<file path="src/hdl/rqe_pkg.sv">
// ----------------------------------------------------------------------------
// rqe_pkg: shared definitions for the rotating queue with expedite
// Mode codes, the configuration width and the command and status groups
// passed between the controller and the datapath.
// ----------------------------------------------------------------------------
package rqe_pkg;

	// Request mode field
	typedef logic [1:0] mode_t;

	localparam mode_t MODE_NEXT     = 2'd0;
	localparam mode_t MODE_EXPEDITE = 2'd1;
	localparam mode_t MODE_RESTART  = 2'd2;

	// Width of the initial_count register
	localparam int CFG_BITS = 7;

	// Commands from controller to datapath
	typedef struct packed {
		logic latch;        // capture the request identifier
		logic next_read;    // read the head entry
		logic next_commit;  // move head entry to tail and present it
		logic emit_empty;   // present an empty-list result
		logic ex_start;     // set up the expedite scan
		logic ex_step;      // advance the expedite scan
		logic ex_place;     // write the expedited identifier at the head
		logic fill_start;   // set up the restart fill
		logic fill_step;    // write one fill entry
	} cmd_t;

	// Status from datapath to controller
	typedef struct packed {
		logic count_zero;   // list holds no entries
		logic out_free;     // result register can take a result this cycle
		logic scan_done;    // expedite scan finished, nothing pending
		logic fill_done;    // all fill entries written
	} stat_t;

endpackage

</file>
<file path="src/hdl/rqe_channels.sv">
// ----------------------------------------------------------------------------
// rqe channel interfaces
// Request channel (mode, person_id) and result channel (served_id,
// queue_empty), each with valid/ready and source/sink modports.
// ----------------------------------------------------------------------------
interface rqe_req_if #(
	parameter int ID_BITS = 16
) ();
	logic                 valid;
	logic                 ready;
	rqe_pkg::mode_t       mode;
	logic [ID_BITS-1:0]   person_id;

	modport source (output valid, output mode, output person_id, input ready);
	modport sink   (input valid, input mode, input person_id, output ready);
endinterface

interface rqe_res_if #(
	parameter int ID_BITS = 16
) ();
	logic                 valid;
	logic                 ready;
	logic [ID_BITS-1:0]   served_id;
	logic                 queue_empty;

	modport source (output valid, output served_id, output queue_empty, input ready);
	modport sink   (input valid, input served_id, input queue_empty, output ready);
endinterface

</file>
<file path="src/hdl/rqe_ctrl.sv">
// ----------------------------------------------------------------------------
// rqe_ctrl: sequencing controller
// Accepts one request at a time and steps the datapath through the
// serve, expedite scan and restart fill sequences.
// ----------------------------------------------------------------------------
module rqe_ctrl (
	input  logic            clk,
	input  logic            arst_n,
	input  logic            req_valid,
	input  rqe_pkg::mode_t  req_mode,
	output logic            req_ready,
	input  rqe_pkg::stat_t  stat,
	output rqe_pkg::cmd_t   cmd
);

	typedef enum logic [5:0] {
		ST_IDLE     = 6'b000001,
		ST_NX_READ  = 6'b000010,
		ST_NX_WRITE = 6'b000100,
		ST_EX_SCAN  = 6'b001000,
		ST_EX_PLACE = 6'b010000,
		ST_FILL     = 6'b100000
	} state_t;

	state_t state_q;
	state_t state_d;

	// Next state and command decode
	always_comb begin
		state_d   = state_q;
		cmd       = '0;
		req_ready = 1'b0;
		unique case (state_q)
			ST_IDLE: begin
				req_ready = 1'b1;
				if (req_valid) begin
					unique case (req_mode)
						rqe_pkg::MODE_NEXT: begin
							state_d = ST_NX_READ;
						end
						rqe_pkg::MODE_EXPEDITE: begin
							cmd.latch    = 1'b1;
							cmd.ex_start = 1'b1;
							state_d      = ST_EX_SCAN;
						end
						rqe_pkg::MODE_RESTART: begin
							cmd.fill_start = 1'b1;
							state_d        = ST_FILL;
						end
						default: begin
							// unused mode: drop the transfer
							state_d = ST_IDLE;
						end
					endcase
				end
			end
			ST_NX_READ: begin
				if (stat.count_zero) begin
					if (stat.out_free) begin
						cmd.emit_empty = 1'b1;
						state_d        = ST_IDLE;
					end
				end else begin
					cmd.next_read = 1'b1;
					state_d       = ST_NX_WRITE;
				end
			end
			ST_NX_WRITE: begin
				if (stat.out_free) begin
					cmd.next_commit = 1'b1;
					state_d         = ST_IDLE;
				end
			end
			ST_EX_SCAN: begin
				if (stat.scan_done) begin
					state_d = ST_EX_PLACE;
				end else begin
					cmd.ex_step = 1'b1;
				end
			end
			ST_EX_PLACE: begin
				cmd.ex_place = 1'b1;
				state_d      = ST_IDLE;
			end
			ST_FILL: begin
				if (stat.fill_done) begin
					state_d = ST_IDLE;
				end else begin
					cmd.fill_step = 1'b1;
				end
			end
			default: begin
				state_d = ST_IDLE;
			end
		endcase
	end

	// State register
	always_ff @(posedge clk or negedge arst_n) begin
		if (!arst_n) begin
			state_q <= ST_IDLE;
		end else begin
			state_q <= state_d;
		end
	end

endmodule

</file>
<file path="src/hdl/rqe_datapath.sv">
// ----------------------------------------------------------------------------
// rqe_datapath: list memory, pointers and result register
// Holds the list as a circular buffer (head pointer plus count) in a
// single-write, single-read memory with registered read data.
// ----------------------------------------------------------------------------
module rqe_datapath #(
	parameter int CAPACITY = 64,
	parameter int ID_BITS  = 16
) (
	input  logic                          clk,
	input  logic                          arst_n,
	input  logic                          cfg_wen,
	input  logic [rqe_pkg::CFG_BITS-1:0]  cfg_wdata,
	input  logic [ID_BITS-1:0]            req_id,
	input  rqe_pkg::cmd_t                 cmd,
	output rqe_pkg::stat_t                stat,
	output logic                          res_valid,
	input  logic                          res_ready,
	output logic [ID_BITS-1:0]            res_id,
	output logic                          res_empty
);

	localparam int AW = $clog2(CAPACITY);
	localparam int CW = $clog2(CAPACITY + 1);
	localparam int SW = CW + 1;
	localparam logic [AW-1:0] LAST_ADDR = AW'(CAPACITY - 1);
	localparam logic [CW-1:0] CAP_CNT   = CW'(CAPACITY);

	logic [ID_BITS-1:0]           mem [CAPACITY];

	logic [rqe_pkg::CFG_BITS-1:0] cfg_q;
	logic [AW-1:0]                head_q;
	logic [CW-1:0]                count_q;
	logic [AW-1:0]                rp_q;
	logic [AW-1:0]                wp_q;
	logic [CW-1:0]                remain_q;
	logic [CW-1:0]                kept_q;
	logic                         pend_q;
	logic [CW-1:0]                fill_q;
	logic [ID_BITS-1:0]           id_q;
	logic [ID_BITS-1:0]           rd_q;
	logic                         out_valid_q;
	logic [ID_BITS-1:0]           out_id_q;
	logic                         out_empty_q;

	logic [SW-1:0]                sum;
	logic [AW-1:0]                end_addr;
	logic [AW-1:0]                last_addr;
	logic [AW-1:0]                head_inc;
	logic [AW-1:0]                rp_dec;
	logic [AW-1:0]                wp_dec;
	logic [CW-1:0]                fill_n;
	logic                         keep;
	logic                         scan_rd;
	logic                         mem_re;
	logic [AW-1:0]                mem_ra;
	logic                         mem_we;
	logic [AW-1:0]                mem_wa;
	logic [ID_BITS-1:0]           mem_wd;
	logic                         out_load;

	// Circular address arithmetic: slot past the tail, tail, wrapped steps
	always_comb begin
		sum = SW'(head_q) + SW'(count_q);
		if (sum >= SW'(CAPACITY)) begin
			sum = sum - SW'(CAPACITY);
		end
		end_addr  = sum[AW-1:0];
		last_addr = (end_addr == '0) ? LAST_ADDR : end_addr - AW'(1);
		head_inc  = (head_q == LAST_ADDR) ? '0 : head_q + AW'(1);
		rp_dec    = (rp_q == '0) ? LAST_ADDR : rp_q - AW'(1);
		wp_dec    = (wp_q == '0) ? LAST_ADDR : wp_q - AW'(1);
	end

	// Saturate the restart count to the capacity
	always_comb begin
		if (int'(cfg_q) > CAPACITY) begin
			fill_n = CAP_CNT;
		end else begin
			fill_n = CW'(cfg_q);
		end
	end

	// Memory port selection
	always_comb begin
		keep    = pend_q && (rd_q != id_q);
		scan_rd = cmd.ex_step && (remain_q != '0);
		mem_re  = cmd.next_read || scan_rd;
		mem_ra  = cmd.next_read ? head_q : rp_q;
		mem_we  = 1'b0;
		mem_wa  = wp_q;
		mem_wd  = rd_q;
		priority if (cmd.next_commit) begin
			mem_we = 1'b1;
			mem_wa = end_addr;
			mem_wd = rd_q;
		end else if (cmd.ex_step && keep) begin
			mem_we = 1'b1;
			mem_wa = wp_q;
			mem_wd = rd_q;
		end else if (cmd.ex_place) begin
			mem_we = 1'b1;
			mem_wa = wp_q;
			mem_wd = id_q;
		end else if (cmd.fill_step) begin
			mem_we = 1'b1;
			mem_wa = fill_q[AW-1:0];
			mem_wd = ID_BITS'(fill_q + CW'(1));
		end
	end

	// List memory with registered read data
	always_ff @(posedge clk) begin
		if (mem_we) begin
			mem[mem_wa] <= mem_wd;
		end
		if (mem_re) begin
			rd_q <= mem[mem_ra];
		end
	end

	// Hold the expedite identifier
	always_ff @(posedge clk) begin
		if (cmd.latch) begin
			id_q <= req_id;
		end
	end

	// Configuration, pointers and scan state
	always_ff @(posedge clk or negedge arst_n) begin
		if (!arst_n) begin
			cfg_q    <= '0;
			head_q   <= '0;
			count_q  <= '0;
			rp_q     <= '0;
			wp_q     <= '0;
			remain_q <= '0;
			kept_q   <= '0;
			pend_q   <= 1'b0;
			fill_q   <= '0;
		end else begin
			if (cfg_wen) begin
				cfg_q <= cfg_wdata;
			end
			if (cmd.next_commit) begin
				head_q <= head_inc;
			end
			// set up a downward scan from the tail
			if (cmd.ex_start) begin
				rp_q     <= last_addr;
				wp_q     <= last_addr;
				remain_q <= count_q;
				kept_q   <= '0;
				pend_q   <= 1'b0;
			end
			// read one entry, compact the one read last cycle
			if (cmd.ex_step) begin
				pend_q <= scan_rd;
				if (scan_rd) begin
					rp_q     <= rp_dec;
					remain_q <= remain_q - CW'(1);
				end
				if (keep) begin
					wp_q   <= wp_dec;
					kept_q <= kept_q + CW'(1);
				end
			end
			// a full list with the identifier absent drops its tail here
			if (cmd.ex_place) begin
				head_q  <= wp_q;
				count_q <= (kept_q == CAP_CNT) ? CAP_CNT : kept_q + CW'(1);
			end
			if (cmd.fill_start) begin
				head_q  <= '0;
				count_q <= fill_n;
				fill_q  <= '0;
			end
			if (cmd.fill_step) begin
				fill_q <= fill_q + CW'(1);
			end
		end
	end

	// Result register
	assign out_load = cmd.next_commit || cmd.emit_empty;

	always_ff @(posedge clk or negedge arst_n) begin
		if (!arst_n) begin
			out_valid_q <= 1'b0;
		end else if (out_load) begin
			out_valid_q <= 1'b1;
		end else if (res_ready) begin
			out_valid_q <= 1'b0;
		end
	end

	always_ff @(posedge clk) begin
		if (out_load) begin
			out_id_q    <= cmd.emit_empty ? '0 : rd_q;
			out_empty_q <= cmd.emit_empty;
		end
	end

	// Status to controller
	always_comb begin
		stat.count_zero = (count_q == '0);
		stat.out_free   = !out_valid_q || res_ready;
		stat.scan_done  = (remain_q == '0) && !pend_q;
		stat.fill_done  = (fill_q == count_q);
	end

	assign res_valid = out_valid_q;
	assign res_id    = out_id_q;
	assign res_empty = out_empty_q;

endmodule

</file>
<file path="src/hdl/rotating_queue_with_expedite.sv">
// ----------------------------------------------------------------------------
// rotating_queue_with_expedite: move-to-front service queue
// Serves identifiers from the head of an ordered list and rotates them to
// the tail; expedite moves an identifier to the head; restart refills 1..n.
//
//   channel   dir  handshake      payload
//   request   in   valid/ready    mode, person_id
//   result    out  valid/ready    served_id, queue_empty
//   cfg       in   cfg_wen        cfg_wdata (initial_count)
//
// One request is worked at a time over the single-write, single-read memory:
//   next     reads the head entry, then moves it to the tail and presents it
//            (an empty list presents an empty result); waits on a full result
//   expedite scans down from the tail, one entry read and
//            compacted per cycle, then writes the identifier at the head
//   restart  writes n entries, n = min(initial_count, CAPACITY)
// Reset empties the list; memory contents are not cleared.
// A waiting result does not block requests until the next serve needs it.
// ----------------------------------------------------------------------------
module rotating_queue_with_expedite #(
	parameter int CAPACITY = 64,
	parameter int ID_BITS  = 16
) (
	input  logic                          clk,
	input  logic                          arst_n,
	input  logic                          cfg_wen,
	input  logic [rqe_pkg::CFG_BITS-1:0]  cfg_wdata,
	rqe_req_if.sink                       request,
	rqe_res_if.source                     result
);

	rqe_pkg::cmd_t   cmd;
	rqe_pkg::stat_t  stat;
	logic            req_ready;

	// Sequencing controller
	rqe_ctrl u_ctrl (
		.clk       (clk),
		.arst_n    (arst_n),
		.req_valid (request.valid),
		.req_mode  (request.mode),
		.req_ready (req_ready),
		.stat      (stat),
		.cmd       (cmd)
	);

	// List datapath
	rqe_datapath #(
		.CAPACITY (CAPACITY),
		.ID_BITS  (ID_BITS)
	) u_datapath (
		.clk       (clk),
		.arst_n    (arst_n),
		.cfg_wen   (cfg_wen),
		.cfg_wdata (cfg_wdata),
		.req_id    (request.person_id),
		.cmd       (cmd),
		.stat      (stat),
		.res_valid (result.valid),
		.res_ready (result.ready),
		.res_id    (result.served_id),
		.res_empty (result.queue_empty)
	);

	assign request.ready = req_ready;

endmodule

</file>
<file path="src/flat_wrapper.sv">
// flat-port wrapper written by rule: the top's interface ports become plain ports
module rotating_queue_with_expedite_flat 
#(
	parameter int CAPACITY = 64,
	parameter int ID_BITS  = 16
)
  (clk, arst_n, cfg_wen, cfg_wdata, request_valid, request_mode, request_person_id, request_ready, result_valid, result_served_id, result_queue_empty, result_ready);
  rqe_req_if #(.ID_BITS(ID_BITS)) request_i ();
  rqe_res_if #(.ID_BITS(ID_BITS)) result_i ();
  input  logic clk;
  input  logic arst_n;
  input  logic cfg_wen;
  input  logic [rqe_pkg::CFG_BITS-1:0] cfg_wdata;
  input wire logic [$bits(request_i.valid)-1:0] request_valid;
  input wire logic [$bits(request_i.mode)-1:0] request_mode;
  input wire logic [$bits(request_i.person_id)-1:0] request_person_id;
  output wire logic [$bits(request_i.ready)-1:0] request_ready;
  output wire logic [$bits(result_i.valid)-1:0] result_valid;
  output wire logic [$bits(result_i.served_id)-1:0] result_served_id;
  output wire logic [$bits(result_i.queue_empty)-1:0] result_queue_empty;
  input wire logic [$bits(result_i.ready)-1:0] result_ready;
  assign request_i.valid = request_valid;
  assign request_i.mode = request_mode;
  assign request_i.person_id = request_person_id;
  assign request_ready = request_i.ready;
  assign result_valid = result_i.valid;
  assign result_served_id = result_i.served_id;
  assign result_queue_empty = result_i.queue_empty;
  assign result_i.ready = result_ready;
  rotating_queue_with_expedite #(.CAPACITY(CAPACITY), .ID_BITS(ID_BITS)) u_core (.clk(clk), .arst_n(arst_n), .cfg_wen(cfg_wen), .cfg_wdata(cfg_wdata), .request(request_i), .result(result_i));
endmodule
</file>
<file path="config.mk">
export PLATFORM = sky130hd
export DESIGN_NAME = rotating_queue_with_expedite_flat
export DESIGN_NICKNAME = d
export VERILOG_FILES = /design/src/hdl/rqe_pkg.sv /design/src/hdl/rqe_channels.sv /design/src/hdl/rqe_ctrl.sv /design/src/hdl/rqe_datapath.sv /design/src/hdl/rotating_queue_with_expedite.sv /design/src/flat_wrapper.sv
export SDC_FILE = /design/constraint.sdc
export NUM_CORES = 2
export LEC_CHECK = 0
export ABC_AREA = 1
export BUFFER_PORTS_ARGS = -buffer_cell sky130_fd_sc_hd__clkbuf_2
export CAP_MARGIN = 20
export CORE_ASPECT_RATIO = 0.5
export CORE_MARGIN = 2
export CORE_UTILIZATION = 60
export CTS_CLUSTER_DIAMETER = 200
export DETAILED_ROUTE_END_ITERATION = 7
export PLACE_DENSITY = 0.76
export SETUP_SLACK_MARGIN = 0.15
export SYNTH_ARGS = -nofsm -noshare
export SYNTH_HDL_FRONTEND = slang
export SYNTH_SLANG_ARGS = --single-unit
</file>
<file path="constraint.sdc">
create_clock -name clk -period 11.9 [get_ports clk]
set_input_delay 0.595 -clock clk [delete_from_list [all_inputs] [get_ports clk]]
set_output_delay 0.595 -clock clk [all_outputs]
set_load 0.02 [all_outputs]
</file>
==> results.sh <==
export IMPL_post_cts_setup_buffer_count=0
export IMPL_dp_hpwl_um=78600
export IMPL_period_share_pct=45.2
export IMPL_ys_seq_area_share_pct=66.2
export IMPL_ant_nets=0
export IMPL_grt_overflow_total=0
export IMPL_clkTransAtPathRegs_ns=0.07
export IMPL_criticalPathCategory="flip-flop to flip-flop"
export IMPL_htreeDepth=3
export IMPL_fin_nets=5115
export IMPL_rows=75
export IMPL_rsz0062_at_grt="false"
export IMPL_cts_buffers=97
export IMPL_dpl_cell_area_mm2=0.0524
export IMPL_setup_viol=0
export IMPL_antenna_found_initial=5
export IMPL_ys_flop_type="edfxtp_1"
export IMPL_clock_path_buffers=3
export IMPL_grt_max_degree=219
export IMPL_viasPerCell=5.87
export IMPL_peakVddDrop_mv=0.285
export IMPL_crit_path_cell_trace="nor2_2 -> nand2_2 -> nor2_4 -> nand3_2 -> nand2_8 -> buf_12 -> nand2_1 -> nand3_1 -> nand3_1 -> nand3_1 -> nand3_1 -> nand3_1 -> nand2_1"
export IMPL_max_stage_delay_ns=1.25
export IMPL_die_h_um=210
export IMPL_cap_viol_max_count=0
export IMPL_clock_skew_ns=0.0291
export IMPL_synthSimpleGateAreaFrac_pct=20.7
export IMPL_holdBufCountCts=0
export IMPL_ctsResizeCount=0
export IMPL_p_leak_nw=23.9
export IMPL_critical_path_most_common_cell="nand3_1"
export IMPL_synth_area_leader_cell="edfxtp_1"
export IMPL_fmax_ghz=0.186
export IMPL_firstDrtPassIters=6
export IMPL_hold_violations=0
export IMPL_hp_class="input port to asynchronous set/reset pin"
export IMPL_syn_area_mm2=0.0509
export IMPL_synth_distinct_cells=46
export IMPL_grt_pass1_vias=35500
export IMPL_endpoint_kind="flip-flop"
export IMPL_powerDensity_mw_per_mm2=233
export IMPL_worst_slew_pin_slew_ns=1.23
export IMPL_synthAdderAreaFrac_pct=0.457
export IMPL_arrival_ns=5.83
export IMPL_syn_area_per_cell_um2=10.1
export IMPL_syn_to_final_growth_pct=8.79
export IMPL_initial_core_util_pct=60.7
export IMPL_synthMuxAreaShare_pct=0
export IMPL_final_min_clock_period_ns=5.38
export IMPL_routedWlPerCell_um=22.6
export IMPL_drv_slew=0
export IMPL_ioPinCount=49
export IMPL_synth_top_family_by_area="simple AND/OR/NAND/NOR gates"
export IMPL_design_area_mm2=0.0554
export IMPL_antennaDiodeCount=0
export IMPL_core_mm2=0.0840
export IMPL_slew_headroom_pct=18.0
export IMPL_drcViolationCount=0
export IMPL_gp_congestion=0.924
export IMPL_yosys_register_bits=1134
export IMPL_grt_pass1_wl_um=213000
export IMPL_tns_ns=0
export IMPL_drtIter0Drc=5790
export IMPL_io_buffers=48
export IMPL_critical_path_slowest_cell="nand2_8"
export IMPL_synthesis_instances=5064
export IMPL_synth_top_cell_area_share_pct=63.3
export IMPL_async_flop_share_pct=5.38
export IMPL_vias=36700
export IMPL_synth_edf_count=1073
export IMPL_crit_path_max_fanout=196
export IMPL_synthTopCellsByArea="edfxtp_1 63%, nand3_1 11%, nand2_1 8.4%, inv_1 7.9%, dfrtp_1 2.9%"
export IMPL_clkLatencyLatePin_ns=0.72
export IMPL_required_ns=12.35
export IMPL_clkSinkCount=1134
export IMPL_cts_root_buf="clkbuf_16"
export IMPL_status="completed"
export IMPL_die_w_um=416
export IMPL_drive_above_1_share_pct=6.40
export IMPL_syn_num_nets=5112
export IMPL_cts_tree="built"
export IMPL_dieArea_mm2=0.0874
export IMPL_wl_um=142000
export IMPL_grt_usage_pct=32.5
export IMPL_ys_warn_count=0
export IMPL_synth_compound_area_share_pct=1.79
export IMPL_synth_xor_area_share_pct=0.653
export IMPL_start_kind="flip-flop"
-- registers in the layout (all words and copies together), names as in the netlist --
register and count:
u_core.u_ctrl.state_q 6, u_core.u_datapath.rd_q 16, u_core.u_datapath.pend_q 1, u_core.u_datapath.res_empty 1, u_core.u_datapath.rp_q 6, u_core.u_datapath.remain_q 7, u_core.u_datapath.fill_q 7, u_core.u_datapath.res_id 16
u_core.u_datapath.wp_q 6, u_core.u_datapath.mem 1024, u_core.u_datapath.id_q 16, u_core.u_datapath.res_valid 1, u_core.u_datapath.count_q 7, u_core.u_datapath.head_q 6, u_core.u_datapath.kept_q 7, u_core.u_datapath.cfg_q 7
-- cells in the final DEF, fill, tap and decap left out, types with 4 or more instances in the layout --
cell type,instances
edfxtp_1,1073
o21ai_1,5
clkbuf_2,48
nand3_2,4
o211ai_1,5
nand3_1,1108
bufinv_16,5
xnor2_1,17
a21oi_1,35
dfrtp_1,60
buf_4,93
ha_1,17
nand2_2,5
clkbuf_16,99
nor2_1,108
buf_12,5
clkinv_2,17
o21ai_0,67
xor2_1,21
nand2_1,1137
clkbuf_1,23
a22o_2,6
nor2_2,5
inv_2,5
nand4_1,14
a22oi_1,8
inv_1,1065
clkinv_1,23
nor3_1,8
o21ai_4,5
-- layout make-up --
type | instances | area, um^2
flip-flops and latches | 1134 | 33700
inverters | 1074 | 4040
well taps | 1116 | 1400
clock buffers | 124 | 2590
repair buffers | 147 | 1050
clock inverters | 50 | 398
multi-input cells | 2613 | 12200
fillers | 6166 | 28600
-- synthesized netlist by cell type (all sizes together), types with 9 or more instances --
| cell type | count |
|---|---|
| xnor2 | 17 |
| a21oi | 36 |
| dfrtp | 60 |
| edfxtp | 1073 |
| nand2 | 1146 |
| clkbuf | 44 |
| xor2 | 21 |
| inv | 1072 |
| ha | 17 |
| nand3 | 1113 |
| o21ai | 78 |
| nor2 | 116 |
| nand4 | 14 |
| nor3 | 9 |
| buf | 199 |
-- per-stage QoR --
step / total power, mW / utilization (%) / hold slack [ns] / std cells / setup WS (ns)
2_1_floorplan: 8.04 / - / 0.299 / 5064 / 7.44
3_3_place_gp: 9.61 / 62.4 / 0.465 / 6083 / 6.84
3_5_place_dp: 9.71 / 62.4 / 0.460 / 6083 / 6.70
4_1_cts: 12.8 / 66.0 / 0.0281 / 6257 / 6.69
5_1_grt: 13.4 / 66.0 / 0.0247 / 6258 / 6.26
6_report: 12.9 / 66.0 / 0.0476 / 6258 / 6.52
-- final timing paths --
kind | startpoint | endpoint | slack [ns] | cells past startpoint
max in group asynchronous | arst_n | u_core.u_datapath.remain_q[2]$_DFF_PN0_ | 11.29 | 2
worst max register to register | u_core.u_ctrl.state_q[2]$_DFFE_PN0P_ | u_core.u_datapath.rd_q[8]$_DFFE_PP_ | 6.52 | 13
worst max-delay path | u_core.u_ctrl.state_q[2]$_DFFE_PN0P_ | u_core.u_datapath.rd_q[8]$_DFFE_PP_ | 6.52 | 13
worst min-delay path | arst_n | u_core.u_datapath.cfg_q[2]$_DFFE_PN0P_ | 0.05 | 2
min in group clk | request_person_id[1] | u_core.u_datapath.id_q[1]$_DFFE_PP_ | 0.06 | 1
worst min register to register | u_core.u_datapath.remain_q[0]$_DFF_PN0_ | u_core.u_datapath.remain_q[0]$_DFF_PN0_ | 0.47 | 1
-- worst max-delay path: cells and delay by family, from the launching register on --
family                 cells  cell delay, ns
and+or+nand+nor           12            3.73
DFF                        1            0.42
buffers and inverters      1            0.59
-- power breakdown --
group | internal (mW) | switching [mW]
clock | 1.65 | 1.45
combinational | 1.22 | 3.74
sequential | 4.75 | 0.122
-- cell families after synthesis --
| logic type | after synthesis |
|---|---|
| XOR/XNOR | 38 |
| AO/OA/AOI/OAI | 155 |
| buffers and inverters | 1317 |
| adder cells (fa/ha/maj) | 18 |
| flip-flops | 1134 |
| AND/OR/NAND/NOR | 2402 |
-- routing by layer --
layer / vias to the layer above / wire length (um) / part of all wire [%] / track usage, %
li1: 16500 / - / - / -
met1: 17300 / 52900 / 37 / 44.5
met2: 2594 / 62900 / 44 / 49.5
met3: 381 / 20000 / 14 / 9.34
met4: 6 / 5890 / 4.2 / 13.0
met5: - / 44 / 0.031 / 0
No activity file was read; power rests on OpenSTA's default activity.
